**config.mk**
```make
export PLATFORM = sky130hd
export DESIGN_NAME = pbma_ctrl
export DESIGN_NICKNAME = d
export VERILOG_FILES = /design/src/rtl/core/pbma_pkg.sv /design/src/rtl/core/pbma_ctrl.sv
export VERILOG_INCLUDE_DIRS = /design/src /design/src/rtl/core
export SDC_FILE = /design/constraint.sdc
export NUM_CORES = 1
export LEC_CHECK = 0
export BUFFER_PORTS_ARGS = -buffer_cell sky130_fd_sc_hd__buf_2
export CAP_MARGIN = 10
export CORE_MARGIN = 2
export CORE_UTILIZATION = 45
export CTS_BUF_LIST = sky130_fd_sc_hd__clkbuf_8
export CTS_CLUSTER_SIZE = 30
export DETAILED_ROUTE_END_ITERATION = 8
export PLACE_DENSITY_LB_ADDON = 0.05
export SYNTH_ARGS = -nofsm -noshare
export SYNTH_HDL_FRONTEND = slang
export SYNTH_SLANG_ARGS = --single-unit
```
**constraint.sdc**
```tcl
create_clock -name clk -period 2.35 [get_ports clk]
set_input_delay 0.47 -clock clk [delete_from_list [all_inputs] [get_ports clk]]
set_output_delay 0.47 -clock clk [all_outputs]
set_load 0.05 [all_outputs]
```
**src/rtl/core/paged_byte_memory_multibyte_access_top_macros.svh**
```systemverilog
// Assertion macros shared by the paged byte memory modules.
`ifndef PAGED_BYTE_MEMORY_MULTIBYTE_ACCESS_TOP_MACROS_SVH
`define PAGED_BYTE_MEMORY_MULTIBYTE_ACCESS_TOP_MACROS_SVH
`ifndef SYNTHESIS
`define PBMA_ASSERT_IMP(name, ante, cons, msg) \
  name: assert property (@(posedge clk) disable iff (rst) (ante) |-> (cons)) else $error(msg);
`define PBMA_ASSERT_NXT(name, ante, cons, msg) \
  name: assert property (@(posedge clk) disable iff (rst) (ante) |=> (cons)) else $error(msg);
`else
`define PBMA_ASSERT_IMP(name, ante, cons, msg)
`define PBMA_ASSERT_NXT(name, ante, cons, msg)
`endif
`endif

```
**src/rtl/core/pbma_pkg.sv**
```systemverilog
// Types and constants shared by the paged byte memory modules.
package pbma_pkg;

  localparam int DATA_W = 64;
  localparam int BYTE_W = 8;
  localparam int LEN_W  = 4;

  localparam logic OP_READ  = 1'b0;
  localparam logic OP_WRITE = 1'b1;

  typedef struct packed {
    logic load;
    logic step;
    logic finish;
  } cmd_t;

endpackage

```
**src/rtl/core/pbma_ctrl.sv**
```systemverilog
// Controller state machine that sequences one access byte by byte.
`include "paged_byte_memory_multibyte_access_top_macros.svh"
module pbma_ctrl #(
  parameter int MAX_BYTES = 8
) (
  input  logic                      clk,
  input  logic                      rst,
  input  logic                      in_valid,
  output logic                      in_stall,
  input  logic [pbma_pkg::LEN_W-1:0] num_bytes,
  output logic                      out_valid,
  input  logic                      out_stall,
  output pbma_pkg::cmd_t            cmd
);
  import pbma_pkg::*;

  localparam int CNT_W = $clog2(MAX_BYTES + 1);
  localparam logic [LEN_W-1:0] MAX_LEN = LEN_W'(MAX_BYTES);

  typedef enum logic [1:0] {
    S_IDLE,
    S_RUN,
    S_FLUSH,
    S_FINISH
  } state_t;

  state_t           state;
  logic [CNT_W-1:0] remaining;
  logic [CNT_W-1:0] len_in;
  logic             out_free;

  assign len_in   = (num_bytes > MAX_LEN) ? CNT_W'(MAX_BYTES) : CNT_W'(num_bytes);
  assign in_stall = (state != S_IDLE);
  assign out_free = !out_valid || !out_stall;

  always_comb begin
    cmd.load   = (state == S_IDLE) && in_valid;
    cmd.step   = (state == S_RUN);
    cmd.finish = (state == S_FINISH) && out_free;
  end

  always_ff @(posedge clk) begin
    if (rst) begin
      state     <= S_IDLE;
      remaining <= '0;
      out_valid <= 1'b0;
    end else begin
      if (out_valid && !out_stall) begin
        out_valid <= 1'b0;
      end
      case (state)
        S_IDLE: begin
          if (in_valid) begin
            remaining <= len_in;
            state     <= (len_in == '0) ? S_FLUSH : S_RUN;
          end
        end
        S_RUN: begin
          remaining <= remaining - CNT_W'(1);
          if (remaining == CNT_W'(1)) begin
            state <= S_FLUSH;
          end
        end
        S_FLUSH: begin
          state <= S_FINISH;
        end
        S_FINISH: begin
          if (out_free) begin
            out_valid <= 1'b1;
            state     <= S_IDLE;
          end
        end
        default: begin
          state <= S_IDLE;
        end
      endcase
    end
  end

  `PBMA_ASSERT_IMP(a_run_has_bytes, state == S_RUN, remaining != '0, "byte step with no bytes left")
  `PBMA_ASSERT_IMP(a_finish_free, cmd.finish, out_free, "result loaded over an untaken result")
  `PBMA_ASSERT_NXT(a_busy_after_accept, in_valid && !in_stall, in_stall, "second transfer taken while busy")

endmodule

```
==> results of run 1 <==
[report_power, final]
group          switching [uW]  internal [uW]  total, uW
Sequential               43.3            159        203
Clock                    46.7            112        159
Combinational             331            219        550
[critical path: stages (launching register included)]
cell and delay [ns]:
dfxtp_1 0.36, inv_1 0.12, ha_1 0.47, buf_2 0.36
[logic make-up after synthesis]
logic type	share of synthesized area
simple gates	0.2383
compound gates	0.2383
buf+inv	0.06595
fa+ha+maj	0.1489
flops	0.2383
mux	0.07021
[through the flow]
stage          area, um^2  total power [uW]
3_3_place_gp        658.1             758.9
4_1_cts             703.2             919.9
5_1_grt             703.2             990.3
2_1_floorplan       588.1             661.2
3_5_place_dp        658.1             754.9
6_report            703.2             911.9
[layout make-up]
type	instances	area [um^2]
fill	128	549.3
multi-input combinational	50	409.1
sequential	7	140.1
timing repair buffer	12	60.06
clock buffer	3	41.29
inverter	8	30.03
tap	15	18.77
clock inverter	1	3.754
[state kept, by name, summed over array words and instances (netlist names)]
register,flops
remaining,4
out_valid,1
state,2
[how the worst max path moves through the flow]
stage                           from     end  slack [ns]  cells past startpoint
6_report       state[1]$_SDFFE_PP0P_  cmd[1]        0.35                      3
5_1_grt        state[1]$_SDFFE_PP0P_  cmd[1]        0.23                      3
4_1_cts        state[1]$_SDFFE_PP0P_  cmd[1]        0.34                      3
3_5_place_dp   state[1]$_SDFFE_PP0P_  cmd[1]        0.57                      3
3_3_place_gp   state[1]$_SDFFE_PP0P_  cmd[1]        0.62                      3
2_1_floorplan  state[1]$_SDFFE_PP0P_  cmd[0]        0.15                      2
[Yosys cell counts (all sizes together), types with 2 or more instances]
library cell | n | area share
a31oi | 2 | 0.021
a21boi | 2 | 0.032
nand2 | 5 | 0.032
a21oi | 4 | 0.034
nor3b | 2 | 0.026
mux2i | 3 | 0.051
dfxtp | 7 | 0.24
nor2b | 4 | 0.043
nor2 | 4 | 0.026
nand3 | 2 | 0.017
ha | 7 | 0.15
o21ai | 2 | 0.017
inv | 8 | 0.051
[routing by layer]
layer / wire length (um) / up-vias / global-route usage
met1: 586 / 223 / 0.2290
met5: 0 / - / 0
met2: 485 / 13 / 0.2460
met4: 17 / 0 / 0.1034
met3: 65 / 4 / 0.05000
li1: - / 263 / -
==> results.sh, run 1 <==
export IMPL_run_status="completed"
export IMPL_dieArea_um2=1612
export IMPL_ys_flop_type="dfxtp_1"
export IMPL_drive_gt1_frac=0.2716
export IMPL_p_leak_uw=0.0003265
export IMPL_cts_resized=0
export IMPL_ant_nets=0
export IMPL_post_cts_setup_buffers=0
export IMPL_rsz0062_at_grt="no"
export IMPL_worstReg2RegStart="state[1]$_SDFFE_PP0P_"
export IMPL_timing_rr_end="remaining[3]$_SDFFE_PP0P_"
export IMPL_cts_root_buf="clkbuf_8"
export IMPL_skew_ns=0.001538
export IMPL_slew_viol_final=0
export IMPL_place_ws_ns=0.5728
export IMPL_dp_cells=92
export IMPL_drc=0
export IMPL_synth_avg_cell_area_um2=8.777
export IMPL_die_w_um=40.15
export IMPL_synth_cell_types=29
export IMPL_yosysSeqAreaShare=0.2383
export IMPL_io_buffer_count=12
export IMPL_critPathMaxFanout=15
export IMPL_diodes=0
export IMPL_netlist_area_um2=588.1
export IMPL_clk_insertion_delay_late_ns=0.22
export IMPL_ios=13
export IMPL_area_delta_synth_final_pct=19.57
export IMPL_layout_common_cells="buf_2 (12), inv_1 (9), ha_1 (7), dfxtp_1 (7), nand2_1 (5)"
export IMPL_synth_edf_count=0
export IMPL_numCtsBuffers=3
export IMPL_hpwlAfterDp_um=891.3
export IMPL_clkTransAtPathRegs_ns=0.04
export IMPL_tightest_slew_ns=0.4916
export IMPL_core_region_area_um2=1252
export IMPL_initial_core_util=0.4695
export IMPL_max_slew_margin=0.6722
export IMPL_cp_required_ns=1.88
export IMPL_rows=13
export IMPL_layout_setup_ws_ns=0.3504
export IMPL_die_h_um=40.15
export IMPL_cts_tree="yes"
export IMPL_finalNetCount=97
export IMPL_setup_tns_ns=0
export IMPL_r2r_setup_slack_ns=0.63
export IMPL_vias_per_cell=5.240
export IMPL_max_cap_violations=0
export IMPL_ys_async_sr_fraction=0
export IMPL_timing_fmax_ghz=0.5001
export IMPL_hp_class="flop to flop"
export IMPL_hold_viol_final=0
export IMPL_wire_per_inst_um=12.03
export IMPL_crit_path_start_kind="flop"
export IMPL_ys_ff_latch=7
export IMPL_grt_antenna_before_repair=0
export IMPL_ys_warn_count=0
export IMPL_finalCritPeriodShare=0.8509
export IMPL_worstPathArrival_ns=1.53
export IMPL_setup_viol=0
export IMPL_worstSetupEndpointType="output port"
export IMPL_clock_path_buffers=2
export IMPL_hp_start="remaining[1]$_SDFFE_PP0P_"
export IMPL_hold_path_depth=2
export IMPL_syn_nets=82
export IMPL_ff2ff_path_depth=5
export IMPL_grt_pass1_wl_mm=1.794
export IMPL_first_global_vias=412
export IMPL_hold_buffers=0
export IMPL_grt_max_degree=16
export IMPL_gp_congestion=0.7153
export IMPL_netlist_instances=67
export IMPL_holdWs_ns=0.4914
export IMPL_drt_first_pass_iters=4
export IMPL_dr_total_vias=503
export IMPL_whs_endpoint="remaining[1]$_SDFFE_PP0P_"
export IMPL_drt_initial_drc_count=5
export IMPL_final_min_clock_period_ns=2.000
export IMPL_overflow=0
export IMPL_grt_total_usage=0.1734
export IMPL_htreeDepth=1
export IMPL_crit_type="flop to output port"
export IMPL_cts_sink_count=7
export IMPL_finalWirelength_mm=1.155
export IMPL_postLayoutCoreUtil=0.5614
export IMPL_final_common_cell="buf_2"
export IMPL_power_density_nw_per_um2=1297
export IMPL_vdd_drop_max_mv=0.6618
export IMPL_layout_cells_non_filler=96
Note: power is estimated with default switching activity, not from simulation.
==> run 2, diff against run 1 <==
- PLACE_DENSITY: unset -> 0.74
- PLACE_DENSITY_LB_ADDON: 0.05 -> unset
- clock period: 2.35 -> 2.12 ns (I/O delays scaled with it)
==> run 2 against run 1 <==
- count of clock-buffer cells in the layout unchanged
- flip-flop and latch count unchanged
- setup slack got worse by 0.23 ns
- register-to-register slack got worse by 0.24 ns
- largest cell class unchanged
- highest routed layer unchanged
==> results.sh, run 2 (same netlist as run 1, synthesis figures left out) <==
export IMPL_largestRegisters="remaining (4), state (2), out_valid (1)"
export IMPL_skew_ns=0.004180
export IMPL_hpwlAfterDp_um=894.7
export IMPL_clkTransAtPathRegs_ns=0.04
export IMPL_vias_per_cell=5.448
export IMPL_max_slew_margin=0.6402
export IMPL_holdWs_ns=0.4726
export IMPL_layout_cells_non_filler=96
export IMPL_final_common_cell="buf_2"
export IMPL_cp_required_ns=1.70
export IMPL_cts_root_buf="clkbuf_8"
export IMPL_finalNetCount=97
export IMPL_clk_insertion_delay_late_ns=0.23
export IMPL_ios=13
export IMPL_ant_nets=0
export IMPL_slew_viol_final=0
export IMPL_worstPathArrival_ns=1.58
export IMPL_grt_antenna_before_repair=0
export IMPL_numCtsBuffers=3
export IMPL_crit_path_start_kind="flop"
export IMPL_initial_core_util=0.4695
export IMPL_critPathMaxFanout=15
export IMPL_finalCritPeriodShare=0.9455
export IMPL_num_fill_cells=108
export IMPL_io_buffer_count=12
export IMPL_grt_total_usage=0.1822
export IMPL_rows=13
export IMPL_gp_congestion=0.7383
export IMPL_wire_per_inst_um=12.95
export IMPL_cts_tree="yes"
export IMPL_core_region_area_um2=1252
export IMPL_tightest_slew_ns=0.5397
export IMPL_ff2ff_path_depth=5
export IMPL_area_delta_synth_final_pct=19.57
export IMPL_dp_cells=92
export IMPL_hold_path_depth=3
export IMPL_diodes=0
export IMPL_dr_total_vias=523
export IMPL_rsz0062_at_grt="no"
export IMPL_cts_resized=0
export IMPL_crit_type="flop to output port"
export IMPL_post_cts_setup_buffers=0
export IMPL_postLayoutCoreUtil=0.5614
export IMPL_final_min_clock_period_ns=2.004
export IMPL_grt_pass1_wl_mm=1.876
export IMPL_p_leak_uw=0.0003277
export IMPL_overflow=0
export IMPL_grt_max_degree=16
export IMPL_drc=0
export IMPL_drt_initial_drc_count=18
export IMPL_hp_class="input port to flop"
export IMPL_run_status="completed"
export IMPL_die_h_um=40.15
export IMPL_die_w_um=40.15
export IMPL_timing_fmax_ghz=0.4989
export IMPL_regMostFlops="remaining"
export IMPL_htreeDepth=1
export IMPL_drt_first_pass_iters=4
export IMPL_setup_viol=0
export IMPL_clock_path_buffers=2
export IMPL_power_density_nw_per_um2=1465
export IMPL_vdd_drop_max_mv=0.5858
export IMPL_largest_reg_flops=4
export IMPL_setup_tns_ns=0
export IMPL_max_cap_violations=0
export IMPL_hold_buffers=0
export IMPL_drive_gt1_frac=0.2716
export IMPL_first_global_vias=419
export IMPL_finalWirelength_mm=1.243
export IMPL_layout_common_cells="buf_2 (12), inv_1 (9), ha_1 (7), dfxtp_1 (7), nand2_1 (5)"
export IMPL_worstSetupEndpointType="output port"
export IMPL_hold_viol_final=0
export IMPL_dieArea_um2=1612
export IMPL_cts_sink_count=7
## run 2: cell counts in the layout (fill, tap and decap cells not counted)
No cell type changed its count.
## run 2: report_power, final
group | internal, uW | total [uW] | switching (uW)
Sequential | 177 | 223 | 46.8
Combinational | 246 | 626 | 380
Clock | 125 | 181 | 55.9
Total | 548 | 1030 | 482
## run 2: area by class of cell
type                            count  area (um^2)  area share
Clock buffer                        3        41.29     0.05872
Tap cell                           15        18.77     0.02669
Clock inverter                      1        3.754    0.005338
Timing Repair Buffer               12        60.06     0.08541
Sequential cell                     7        140.1      0.1993
Inverter                            8        30.03     0.04270
Multi-Input combinational cell     50        409.1      0.5819
## run 2: final timing paths
kind                             startpoint                         to  slack [ns]
setup / recovery      state[1]$_SDFFE_PP0P_                     cmd[1]        0.12
setup reg to reg      state[1]$_SDFFE_PP0P_      state[1]$_SDFFE_PP0P_        0.39
hold reg to reg   remaining[1]$_SDFFE_PP0P_  remaining[1]$_SDFFE_PP0P_        0.49
hold / removal                    out_stall       out_valid$_SDFF_PP0_        0.47
## run 2: metrics by stage
stage / cell area, um^2 / power, uW / setup slack [ns]
after floorplan: 588.1 / 733.5 / 0.006577
after global routing: 703.2 / 1097 / 0.05557
after CTS: 703.2 / 1032 / 0.1309
after detailed placement: 658.1 / 834.7 / 0.3940
final: 703.2 / 1030 / 0.1155
after global placement: 658.1 / 820.9 / 0.4438
## run 2: metal layers
layer | vias to the layer above | track usage | part of all wire
li1 | 264 | - | -
met1 | 233 | 0.2375 | 0.47
met2 | 24 | 0.2782 | 0.45
met3 | 2 | 0.03333 | 0.068
met4 | 0 | 0.1034 | 0.0056
met5 | - | 0 | 0
## run 2: critical path, stage by stage (launching register included)
cell and delay (ns):
dfxtp_1 0.35, inv_1 0.12, ha_1 0.51, buf_2 0.36
